<file path="src/ctht_pkg.sv">
// Package for the cache tag hit/miss tracker: widths, defaults, op and state types.
// Used by every module of the block; no dependencies.
`default_nettype none

package ctht_pkg;

    localparam int ADDR_W         = 14;
    localparam int TAG_W          = 11;
    localparam int SET_W          = 5;
    localparam int LINE_FIELD_W   = 5;
    localparam int LINE_COUNT_DEF = 32;
    localparam int STAMP_BITS_DEF = 16;
    localparam int QUEUE_DEPTH    = 2;

    typedef enum logic [1:0] {
        KIND_CLEAR,
        KIND_DIRECT,
        KIND_ASSOC
    } ctht_kind_t;

    typedef struct packed {
        ctht_kind_t          kind;
        logic [TAG_W-1:0]    tag;
        logic [SET_W-1:0]    set_bits;
    } ctht_op_t;

    typedef struct packed {
        logic     valid;
        ctht_op_t op;
    } ctht_qout_t;

    typedef enum logic [1:0] {
        ST_IDLE,
        ST_LOOK,
        ST_SEARCH,
        ST_FILL
    } ctht_state_t;

endpackage

`default_nettype wire

</file>
<file path="src/ctht_if.sv">
// Request and response channel interfaces (valid/ready plus payload).
// Depends on ctht_pkg for field widths.
`default_nettype none

interface ctht_req_if;
    logic                        valid;
    logic                        ready;
    logic                        req_type;
    logic [ctht_pkg::ADDR_W-1:0] address;

    modport source (output valid, output req_type, output address, input ready);
    modport sink (input valid, input req_type, input address, output ready);
endinterface

interface ctht_rsp_if;
    logic                              valid;
    logic                              ready;
    logic                              hit;
    logic [ctht_pkg::LINE_FIELD_W-1:0] line_index;
    logic                              evicted;

    modport source (output valid, output hit, output line_index, output evicted, input ready);
    modport sink (input valid, input hit, input line_index, input evicted, output ready);
endinterface

`default_nettype wire

</file>
<file path="src/cache_tag_hit_miss_tracker_core.sv">
// Top level of the cache tag hit/miss tracker: front end, request queue, back end.
// Depends on ctht_pkg, ctht_if, ctht_front, ctht_back.
//
// Usage: requests arrive on req (valid/ready, req_type, address); one response
// per request leaves on rsp (valid/ready, hit, line_index, evicted), in order.
// cfg_we/cfg_wdata write mapping_mode (0 direct, 1 fully associative LRU);
// write it only while no transaction is in flight.
// Path: an accepted request passes through the queue into the operand register,
// then the lookup writes the response register, for a clear, any direct-mode
// access, an associative hit or a fill into a free line. An associative miss
// with every line valid first runs the registered min-stamp tree search.
// Throughput: one transaction per cycle in steady state on the lookup path
// while rsp is not stalled, set by the single lookup/update state of the back
// end; an LRU eviction holds off the next transaction until its search is done.
// Reset: all lines invalid, stamps and access counter zero, mode direct.
// A stalled rsp holds its transaction; the two-entry queue keeps accepting
// requests until full, then req.ready drops.
`default_nettype none

module cache_tag_hit_miss_tracker_core #(
    parameter int LINE_COUNT = ctht_pkg::LINE_COUNT_DEF,
    parameter int STAMP_BITS = ctht_pkg::STAMP_BITS_DEF
) (
    input  wire         clk,
    input  wire         rst_n,
    ctht_req_if.sink    req,
    ctht_rsp_if.source  rsp,
    input  wire         cfg_we,
    input  wire         cfg_wdata
);
    import ctht_pkg::*;

    ctht_qout_t qout;
    logic       pop;

    ctht_front u_front (
        .clk       (clk),
        .rst_n     (rst_n),
        .req       (req),
        .cfg_we    (cfg_we),
        .cfg_wdata (cfg_wdata),
        .qout      (qout),
        .pop       (pop)
    );

    ctht_back #(
        .LINE_COUNT (LINE_COUNT),
        .STAMP_BITS (STAMP_BITS)
    ) u_back (
        .clk   (clk),
        .rst_n (rst_n),
        .qout  (qout),
        .pop   (pop),
        .rsp   (rsp)
    );

endmodule

`default_nettype wire

</file>
<file path="src/ctht_front.sv">
// Front end: holds the mapping mode, accepts and classifies requests,
// and buffers them in a two-entry queue. Depends on ctht_pkg, ctht_if.
`default_nettype none

module ctht_front (
    input  wire                   clk,
    input  wire                   rst_n,
    ctht_req_if.sink              req,
    input  wire                   cfg_we,
    input  wire                   cfg_wdata,
    output ctht_pkg::ctht_qout_t  qout,
    input  wire                   pop
);
    import ctht_pkg::*;

    localparam int PTR_W = $clog2(QUEUE_DEPTH);
    localparam int CNT_W = $clog2(QUEUE_DEPTH + 1);

    logic             mode_reg;
    ctht_op_t         entry_reg [QUEUE_DEPTH];
    logic [PTR_W-1:0] wr_ptr_reg;
    logic [PTR_W-1:0] rd_ptr_reg;
    logic [CNT_W-1:0] count_reg;
    logic [CNT_W-1:0] count_next;
    ctht_op_t         op_new;
    logic             push;
    logic             do_pop;

    always_comb
    begin
        op_new.set_bits = req.address[7:3];
        if (req.req_type)
        begin
            op_new.kind = KIND_CLEAR;
            op_new.tag  = req.address[13:3];
        end
        else if (mode_reg)
        begin
            op_new.kind = KIND_ASSOC;
            op_new.tag  = req.address[13:3];
        end
        else
        begin
            op_new.kind = KIND_DIRECT;
            op_new.tag  = TAG_W'(req.address[13:8]);
        end
    end

    assign req.ready  = (count_reg != CNT_W'(QUEUE_DEPTH));
    assign push       = req.valid && req.ready;
    assign qout.valid = (count_reg != '0);
    assign qout.op    = entry_reg[rd_ptr_reg];
    assign do_pop     = pop && qout.valid;

    always_comb
    begin
        count_next = count_reg;
        if (push && !do_pop)
        begin
            count_next = count_reg + CNT_W'(1);
        end
        else if (!push && do_pop)
        begin
            count_next = count_reg - CNT_W'(1);
        end
    end

    always_ff @(posedge clk or negedge rst_n)
    begin
        if (!rst_n)
        begin
            mode_reg   <= 1'b0;
            wr_ptr_reg <= '0;
            rd_ptr_reg <= '0;
            count_reg  <= '0;
        end
        else
        begin
            if (cfg_we)
            begin
                mode_reg <= cfg_wdata;
            end
            if (push)
            begin
                wr_ptr_reg <= (wr_ptr_reg == PTR_W'(QUEUE_DEPTH - 1)) ? '0
                                                                      : wr_ptr_reg + PTR_W'(1);
            end
            if (do_pop)
            begin
                rd_ptr_reg <= (rd_ptr_reg == PTR_W'(QUEUE_DEPTH - 1)) ? '0
                                                                      : rd_ptr_reg + PTR_W'(1);
            end
            count_reg <= count_next;
        end
    end

    always_ff @(posedge clk)
    begin
        if (push)
        begin
            entry_reg[wr_ptr_reg] <= op_new;
        end
    end

endmodule

`default_nettype wire

</file>
<file path="src/ctht_back.sv">
// Back end: tag/valid/stamp store, lookup, LRU victim tree search and
// response register. Depends on ctht_pkg, ctht_if.
`default_nettype none

module ctht_back #(
    parameter int LINE_COUNT = ctht_pkg::LINE_COUNT_DEF,
    parameter int STAMP_BITS = ctht_pkg::STAMP_BITS_DEF
) (
    input  wire                   clk,
    input  wire                   rst_n,
    input  wire ctht_pkg::ctht_qout_t qout,
    output logic                  pop,
    ctht_rsp_if.source            rsp
);
    import ctht_pkg::*;

    localparam int IDX_W = $clog2(LINE_COUNT);
    localparam int P     = 1 << IDX_W;
    localparam int LVL_W = $clog2(IDX_W + 1);
    localparam int KEY_W = STAMP_BITS + 1;

    ctht_state_t             state_reg, state_next;
    ctht_op_t                op_reg;
    logic [LINE_COUNT-1:0]   valid_reg;
    logic [TAG_W-1:0]        tag_reg   [LINE_COUNT];
    logic [STAMP_BITS-1:0]   stamp_reg [LINE_COUNT];
    logic [STAMP_BITS-1:0]   count_reg;
    logic [KEY_W-1:0]        cand_key_reg [P];
    logic [IDX_W-1:0]        cand_idx_reg [P];
    logic [KEY_W-1:0]        load_key [P];
    logic [KEY_W-1:0]        step_key [P];
    logic [IDX_W-1:0]        step_idx [P];
    logic [LVL_W-1:0]        level_reg;
    logic [IDX_W-1:0]        line_tbl [1 << SET_W];

    logic                    out_valid_reg;
    logic                    out_hit_reg;
    logic [LINE_FIELD_W-1:0] out_line_reg;
    logic                    out_evict_reg;

    logic [LINE_COUNT-1:0]   match_vec;
    logic [IDX_W-1:0]        hit_idx, free_idx, dline;
    logic                    any_hit, any_free, dhit;
    logic                    out_free, done;
    logic                    clear_all, fill_en, touch_en, cand_load, cand_step;
    logic [IDX_W-1:0]        upd_line;
    logic                    res_hit, res_evict;

    for (genvar g = 0; g < (1 << SET_W); g++)
    begin : g_tbl
        assign line_tbl[g] = IDX_W'(g % LINE_COUNT);
    end

    for (genvar g = 0; g < P; g++)
    begin : g_cand
        if (g < LINE_COUNT)
        begin : g_real
            assign load_key[g] = {1'b0, stamp_reg[g]};
        end
        else
        begin : g_pad
            assign load_key[g] = '1;
        end
        if (g < P / 2)
        begin : g_red
            assign step_key[g] = (cand_key_reg[2*g] <= cand_key_reg[2*g+1])
                                 ? cand_key_reg[2*g] : cand_key_reg[2*g+1];
            assign step_idx[g] = (cand_key_reg[2*g] <= cand_key_reg[2*g+1])
                                 ? cand_idx_reg[2*g] : cand_idx_reg[2*g+1];
        end
        else
        begin : g_keep
            assign step_key[g] = cand_key_reg[g];
            assign step_idx[g] = cand_idx_reg[g];
        end
    end

    always_comb
    begin
        for (int i = 0; i < LINE_COUNT; i++)
        begin
            match_vec[i] = valid_reg[i] && (tag_reg[i] == op_reg.tag);
        end
        hit_idx  = '0;
        free_idx = '0;
        for (int i = LINE_COUNT - 1; i >= 0; i--)
        begin
            if (match_vec[i])
            begin
                hit_idx = IDX_W'(i);
            end
            if (!valid_reg[i])
            begin
                free_idx = IDX_W'(i);
            end
        end
        any_hit  = |match_vec;
        any_free = ~&valid_reg;
        dline    = line_tbl[op_reg.set_bits];
        dhit     = valid_reg[dline] && (tag_reg[dline] == op_reg.tag);
    end

    assign out_free = !out_valid_reg || rsp.ready;

    always_comb
    begin
        state_next = state_reg;
        done       = 1'b0;
        clear_all  = 1'b0;
        fill_en    = 1'b0;
        touch_en   = 1'b0;
        cand_load  = 1'b0;
        cand_step  = 1'b0;
        upd_line   = '0;
        res_hit    = 1'b0;
        res_evict  = 1'b0;
        unique case (state_reg)
            ST_IDLE:
            begin
                if (qout.valid)
                begin
                    state_next = ST_LOOK;
                end
            end
            ST_LOOK:
            begin
                unique case (op_reg.kind)
                    KIND_CLEAR:
                    begin
                        if (out_free)
                        begin
                            done      = 1'b1;
                            clear_all = 1'b1;
                        end
                    end
                    KIND_DIRECT:
                    begin
                        if (out_free)
                        begin
                            done      = 1'b1;
                            upd_line  = dline;
                            touch_en  = 1'b1;
                            fill_en   = !dhit;
                            res_hit   = dhit;
                            res_evict = valid_reg[dline] && !dhit;
                        end
                    end
                    KIND_ASSOC:
                    begin
                        if (any_hit)
                        begin
                            if (out_free)
                            begin
                                done     = 1'b1;
                                upd_line = hit_idx;
                                touch_en = 1'b1;
                                res_hit  = 1'b1;
                            end
                        end
                        else if (any_free)
                        begin
                            if (out_free)
                            begin
                                done     = 1'b1;
                                upd_line = free_idx;
                                touch_en = 1'b1;
                                fill_en  = 1'b1;
                            end
                        end
                        else
                        begin
                            cand_load  = 1'b1;
                            state_next = ST_SEARCH;
                        end
                    end
                    default:
                    begin
                        done = out_free;
                    end
                endcase
            end
            ST_SEARCH:
            begin
                cand_step = 1'b1;
                if (level_reg == LVL_W'(IDX_W - 1))
                begin
                    state_next = ST_FILL;
                end
            end
            ST_FILL:
            begin
                if (out_free)
                begin
                    done      = 1'b1;
                    upd_line  = cand_idx_reg[0];
                    touch_en  = 1'b1;
                    fill_en   = 1'b1;
                    res_evict = 1'b1;
                end
            end
            default:
            begin
                state_next = ST_IDLE;
            end
        endcase
        if (done)
        begin
            state_next = qout.valid ? ST_LOOK : ST_IDLE;
        end
    end

    assign pop = qout.valid && (state_reg == ST_IDLE || done);

    always_ff @(posedge clk or negedge rst_n)
    begin
        if (!rst_n)
        begin
            state_reg     <= ST_IDLE;
            valid_reg     <= '0;
            count_reg     <= '0;
            level_reg     <= '0;
            out_valid_reg <= 1'b0;
            for (int i = 0; i < LINE_COUNT; i++)
            begin
                stamp_reg[i] <= '0;
            end
        end
        else
        begin
            state_reg <= state_next;
            if (clear_all)
            begin
                valid_reg <= '0;
                count_reg <= '0;
                for (int i = 0; i < LINE_COUNT; i++)
                begin
                    stamp_reg[i] <= '0;
                end
            end
            else
            begin
                if (fill_en)
                begin
                    valid_reg[upd_line] <= 1'b1;
                end
                if (touch_en)
                begin
                    stamp_reg[upd_line] <= count_reg;
                    if (count_reg != '1)
                    begin
                        count_reg <= count_reg + STAMP_BITS'(1);
                    end
                end
            end
            if (cand_load)
            begin
                level_reg <= '0;
            end
            else if (cand_step)
            begin
                level_reg <= level_reg + LVL_W'(1);
            end
            if (done)
            begin
                out_valid_reg <= 1'b1;
            end
            else if (rsp.ready)
            begin
                out_valid_reg <= 1'b0;
            end
        end
    end

    always_ff @(posedge clk)
    begin
        if (pop)
        begin
            op_reg <= qout.op;
        end
        if (fill_en)
        begin
            tag_reg[upd_line] <= op_reg.tag;
        end
        for (int i = 0; i < P; i++)
        begin
            if (cand_load)
            begin
                cand_key_reg[i] <= load_key[i];
                cand_idx_reg[i] <= IDX_W'(i);
            end
            else if (cand_step)
            begin
                cand_key_reg[i] <= step_key[i];
                cand_idx_reg[i] <= step_idx[i];
            end
        end
        if (done)
        begin
            out_hit_reg   <= res_hit;
            out_line_reg  <= LINE_FIELD_W'(upd_line);
            out_evict_reg <= res_evict;
        end
    end

    assign rsp.valid      = out_valid_reg;
    assign rsp.hit        = out_hit_reg;
    assign rsp.line_index = out_line_reg;
    assign rsp.evicted    = out_evict_reg;

endmodule

`default_nettype wire

</file>
<file path="src/flat_wrapper.sv">
// flat-port wrapper written by rule: the top's interface ports become plain ports
module cache_tag_hit_miss_tracker_core_flat import ctht_pkg::*;
#(
    parameter int LINE_COUNT = ctht_pkg::LINE_COUNT_DEF,
    parameter int STAMP_BITS = ctht_pkg::STAMP_BITS_DEF
)
  (clk, rst_n, cfg_we, cfg_wdata, req_valid, req_req_type, req_address, req_ready, rsp_valid, rsp_hit, rsp_line_index, rsp_evicted, rsp_ready);
  ctht_req_if req_i ();
  ctht_rsp_if rsp_i ();
  input  wire clk;
  input  wire rst_n;
  input  wire cfg_we;
  input  wire cfg_wdata;
  input wire logic [$bits(req_i.valid)-1:0] req_valid;
  input wire logic [$bits(req_i.req_type)-1:0] req_req_type;
  input wire logic [$bits(req_i.address)-1:0] req_address;
  output wire logic [$bits(req_i.ready)-1:0] req_ready;
  output wire logic [$bits(rsp_i.valid)-1:0] rsp_valid;
  output wire logic [$bits(rsp_i.hit)-1:0] rsp_hit;
  output wire logic [$bits(rsp_i.line_index)-1:0] rsp_line_index;
  output wire logic [$bits(rsp_i.evicted)-1:0] rsp_evicted;
  input wire logic [$bits(rsp_i.ready)-1:0] rsp_ready;
  assign req_i.valid = req_valid;
  assign req_i.req_type = req_req_type;
  assign req_i.address = req_address;
  assign req_ready = req_i.ready;
  assign rsp_valid = rsp_i.valid;
  assign rsp_hit = rsp_i.hit;
  assign rsp_line_index = rsp_i.line_index;
  assign rsp_evicted = rsp_i.evicted;
  assign rsp_i.ready = rsp_ready;
  cache_tag_hit_miss_tracker_core #(.LINE_COUNT(LINE_COUNT), .STAMP_BITS(STAMP_BITS)) u_core (.clk(clk), .rst_n(rst_n), .req(req_i), .rsp(rsp_i), .cfg_we(cfg_we), .cfg_wdata(cfg_wdata));
endmodule
</file>
<file path="config.mk">
export PLATFORM = sky130hd
export DESIGN_NAME = cache_tag_hit_miss_tracker_core_flat
export DESIGN_NICKNAME = d
export VERILOG_FILES = /design/src/ctht_pkg.sv /design/src/ctht_if.sv /design/src/cache_tag_hit_miss_tracker_core.sv /design/src/ctht_front.sv /design/src/ctht_back.sv /design/src/flat_wrapper.sv
export SDC_FILE = /design/constraint.sdc
export NUM_CORES = 2
export LEC_CHECK = 0
export ABC_AREA = 1
export BUFFER_PORTS_ARGS = -buffer_cell sky130_fd_sc_hd__buf_4
export CORE_UTILIZATION = 55
export CTS_BUF_LIST = sky130_fd_sc_hd__clkbuf_16
export CTS_CLUSTER_SIZE = 28
export DETAILED_ROUTE_END_ITERATION = 10
export GPL_TIMING_DRIVEN = 1
export PLACE_DENSITY = 0.71
export SYNTH_ARGS = -nofsm -noshare
export SYNTH_HDL_FRONTEND = slang
export SYNTH_SLANG_ARGS = --single-unit
</file>
<file path="constraint.sdc">
create_clock -name clk -period 22.1 [get_ports clk]
set_clock_uncertainty 0.15 [all_clocks]
set_input_delay 1.105 -clock clk [delete_from_list [all_inputs] [get_ports clk]]
set_output_delay 1.105 -clock clk [all_outputs]
set_load 0.01 [all_outputs]
</file>
==> impl_metrics.yaml <==
setup_path:
  r2r_end: "u_core.u_back.tag_reg[6][1]"
  worst-path-max-fanout: 33
  r2r_cells: 25
  worstSetupEndpoint: "u_core.u_back.tag_reg[6][1]"
  startpoint_type: "register"
  r2r_slack_ns: 14.33
  rr_startpoint: "u_core.u_back.op_reg[8]"
  cp-end-kind: "register"
  crit_arrival_ns: 8.02
  worstSetupPathType: "reg2reg"
  setup.worst_path.start: "u_core.u_back.op_reg[8]"
  required_ns: 22.35
route:
  vias: 54689
  drtIter0Drc: 7002
  wl_microns: 202000
  postRouteAntennaNets: 0
  wl_per_cell_microns: 23.0
  dr.pass1.iters: 9
  drcViolationCount: 0
  viasPerCell: 6.21
finish:
  stdcell_count: 8801
  fin_nets: 7211
  drive_gt1_share_pct: 6.56
  postLayoutCoreUtil_pct: 60.4
  n_antenna_cell: 0
  syn_to_final_growth_pct: 8.78
  nFillCells: 10552
clock_tree:
  clock-sinks: 1536
  post_cts_resized: 0
  htree_levels: 4
  clkLatencyLatePin_ns: 0.80
  cts_buffer_depth: 3
  cts-root-buf: "clkbuf_16"
  cts_tree: "built"
  ctsHoldBuffers: 0
  clk_pin_slew_worst_paths_ns: 0.06
  cts_setup_buffers: 0
  numCtsBuffers: 159
sta:
  final-setup-viol-count: 0
  slew_headroom_pct: 13.9
  rsz0062_at_grt: "false"
  fin_crit_sh_pct: 35.2
  slew_viol_final: 0
  period_needed_ns: 7.77
  fmax_ghz: 0.129
  setup-tns-final_ns: 0
  finalHoldViolations: 0
  setup_slack_ns: 14.33
  worstMarginPinSlew_ns: 1.29
synthesis:
  async_flop_share_pct: 37.2
  yosys_warnings: 0
  yosys.area.top_type: "edfxtp_1"
  syn_area_per_cell_sq_um: 10.2
  synth.area.top_cells: "edfxtp_1 40%, dfrtp_1 20%, o21ai_0 6.5%"
  synth_edf_count: 965
  synth_area_sq_um: 72000
  yosysTopAreaCellShare_pct: 40.2
  ys.flop_type: "edfxtp_1"
  syn_nets: 7384
  postSynthCellCount: 7095
  synth_seq_cells: 1536
  ys_types: 64
  yosysSeqAreaShare_pct: 60.1
power_and_ir_drop:
  seq_power_share_pct: 40.8
  power_mw: 9.32
  pwr-share-clk_pct: 28.4
  sw_frac_of_total_pct: 38.2
  p_comb_share_pct: 30.8
  power_switching_mw: 3.56
  irDropWorstVdd_mv: 0.0918
  internal-power_mw: 5.76
  power_density_nw_per_um2: 119
  p_leak_nw: 30.6
global_route:
  grt_pass1_vias: 52546
  grt_usage_pct: 30.6
  grt_pass1_wl_microns: 310000
  gr-total-overflow: 0
  grt_max_degree: 179
  antenna_found_initial: 3
outcome:
  status: "finished clean"
floorplanning:
  rows: 132
  die_width_microns: 364
  pin_count: 30
  core-area_sq_um: 130000
  die_area_sq_um: 132000
  start_util_pct: 55.6
  fp.dieH_microns: 364
placement:
  dpl.hpwl_microns: 125000
  io_buffers: 26
  placed_cells: 8503
  place_ws_ns: 14.55
  gp_congestion: 1.01
run:
  drv_cap: 0
hold_path:
  hold_path.class: "in2async"
-- per-layer routing --
| metal | vias to the layer above | wire length (microns) | GRT usage (%) |
|---|---|---|---|
| li1 | 24730 | - | - |
| met1 | 26559 | 82100 | 42.4 |
| met2 | 2863 | 92300 | 47.8 |
| met3 | 535 | 19000 | 5.24 |
| met4 | 2 | 8650 | 13.1 |
| met5 | - | 7 | 0 |
-- kinds of logic (layout without fill, tap and decap cells) --
family | count (synthesis) | after routing | share of synthesized area, %
AND/OR/NAND/NOR | 2317 | 2317 | 14.2
multiplexers | 1 | 1 | 0.0156
buffers and inverters | 1002 | 966 | 5.70
AO/OA/AOI/OAI | 1882 | 1882 | 14.3
XOR/XNOR | 89 | 89 | 1.08
flip-flops | 1536 | 1536 | 60.1
adder cells (fa/ha/maj) | 268 | 268 | 4.66
-- cell usage after synthesis (5+ instances only) --
master     count
nand3_1      640
buf_6         17
a221oi_1      26
nor4_1        39
o21ai_0      929
or2_2         12
inv_1        521
a31oi_1       11
nand2_2        6
nor2_1       574
buf_2        117
o22ai_1       83
a211oi_1      12
inv_2         19
and3_1         5
xor2_1        67
a21oi_1      220
o211ai_1      34
a22o_1        13
nor3_1        52
o221ai_1      50
ha_1         268
nand4_1       64
a21o_1         5
nand3_4       10
edfxtp_1     965
buf_1         55
xnor2_1       22
a2111oi_0     30
o21ai_1      435
buf_4         14
dfrtp_1      571
nand4_2        7
nor2_2         9
or4_1          6
nand2_1      877
o2111ai_1      9
clkbuf_1     254
-- power by group through the flow --
stage	clock network [mW]	registers (mW)	logic, mW
after global routing	2.79	3.82	3.09
final	2.65	3.80	2.87
after global placement	0	3.84	2.73
after detailed placement	0	3.84	2.79
after CTS	2.68	3.79	2.80
after floorplan	0	3.84	1.82
-- critical path, cell delays in order (launching register included) --
cell       delay (ns)
edfxtp_1         0.38
buf_4            0.28
inv_2            0.45
buf_4            0.52
o21ai_0          0.14
a2111oi_0        0.57
nand4_1          0.22
nand2_1          0.22
nor2_1           0.07
nor2_1           0.09
nor2_1           0.04
nor2_1           0.09
nor2_1           0.05
nor2_1           0.12
nor2_1           0.06
nor2_1           0.08
nor2_1           0.05
o21ai_0          0.14
nand3_1          0.08
a22o_1           0.21
o21ai_1          0.28
a22oi_4          0.09
inv_2            0.20
buf_4            0.45
nand4_2          0.97
nor2_1           1.32
-- placed cells by master (no fill, tap or decap), types with 8 or more instances in the layout --
cell        instances
inv_2              34
o21ai_0           928
inv_1             537
bufinv_16          12
a21oi_1           220
xnor2_1            22
or2_2              12
nor4_1             39
nand3_1           639
o22ai_1            83
a22o_1             13
nand3_4            11
o221ai_1           50
a221oi_1           26
nor2_1            573
dfrtp_1           571
xor2_1             67
o2111ai_1           9
a2111oi_0          30
a31oi_1            11
nand2_2             8
clkbuf_16         161
nor2_2              9
o211ai_1           34
clkinv_1           39
ha_1              267
o21ai_1           435
clkinvlp_4         16
a211oi_1           12
nand2_1           874
nand4_1            64
buf_4             121
clkinv_2           21
nor3_1             52
edfxtp_1          965
-- per-stage QoR --
stage | hold slack [ns] | cell area (sq um)
4_1_cts | 0.177 | 78400
3_5_place_dp | 0.281 | 73200
3_3_place_gp | 0.278 | 73200
6_report | 0.157 | 78400
2_1_floorplan | 0.276 | 72000
5_1_grt | 0.230 | 78400
-- how the worst min path moves through the flow --
stage                                      from                            endpoint  depth (start not counted)
floorplan           u_core.u_back.load_key[255]    u_core.u_back.cand_key_reg[1][0]                          0
global placement    u_core.u_back.load_key[154]  u_core.u_back.cand_key_reg[1][103]                          0
detailed placement   u_core.u_back.load_key[52]  u_core.u_back.cand_key_reg[1][205]                          0
CTS                                       rst_n         u_core.u_back.load_key[139]                          1
global route                              rst_n         u_core.u_back.load_key[157]                          1
finish                                    rst_n         u_core.u_back.load_key[157]                          1
-- area by class of cell --
type,count,area (sq um),area share [%]
repair buffers,124,963,1.23
clock inverters,137,1150,1.47
flip-flops and latches,1536,43300,55.2
multi-input cells,4557,24700,31.5
well taps,1742,2180,2.78
inverters,544,2050,2.62
clock buffers,161,4030,5.14
Power figures use the tool's default switching activity.
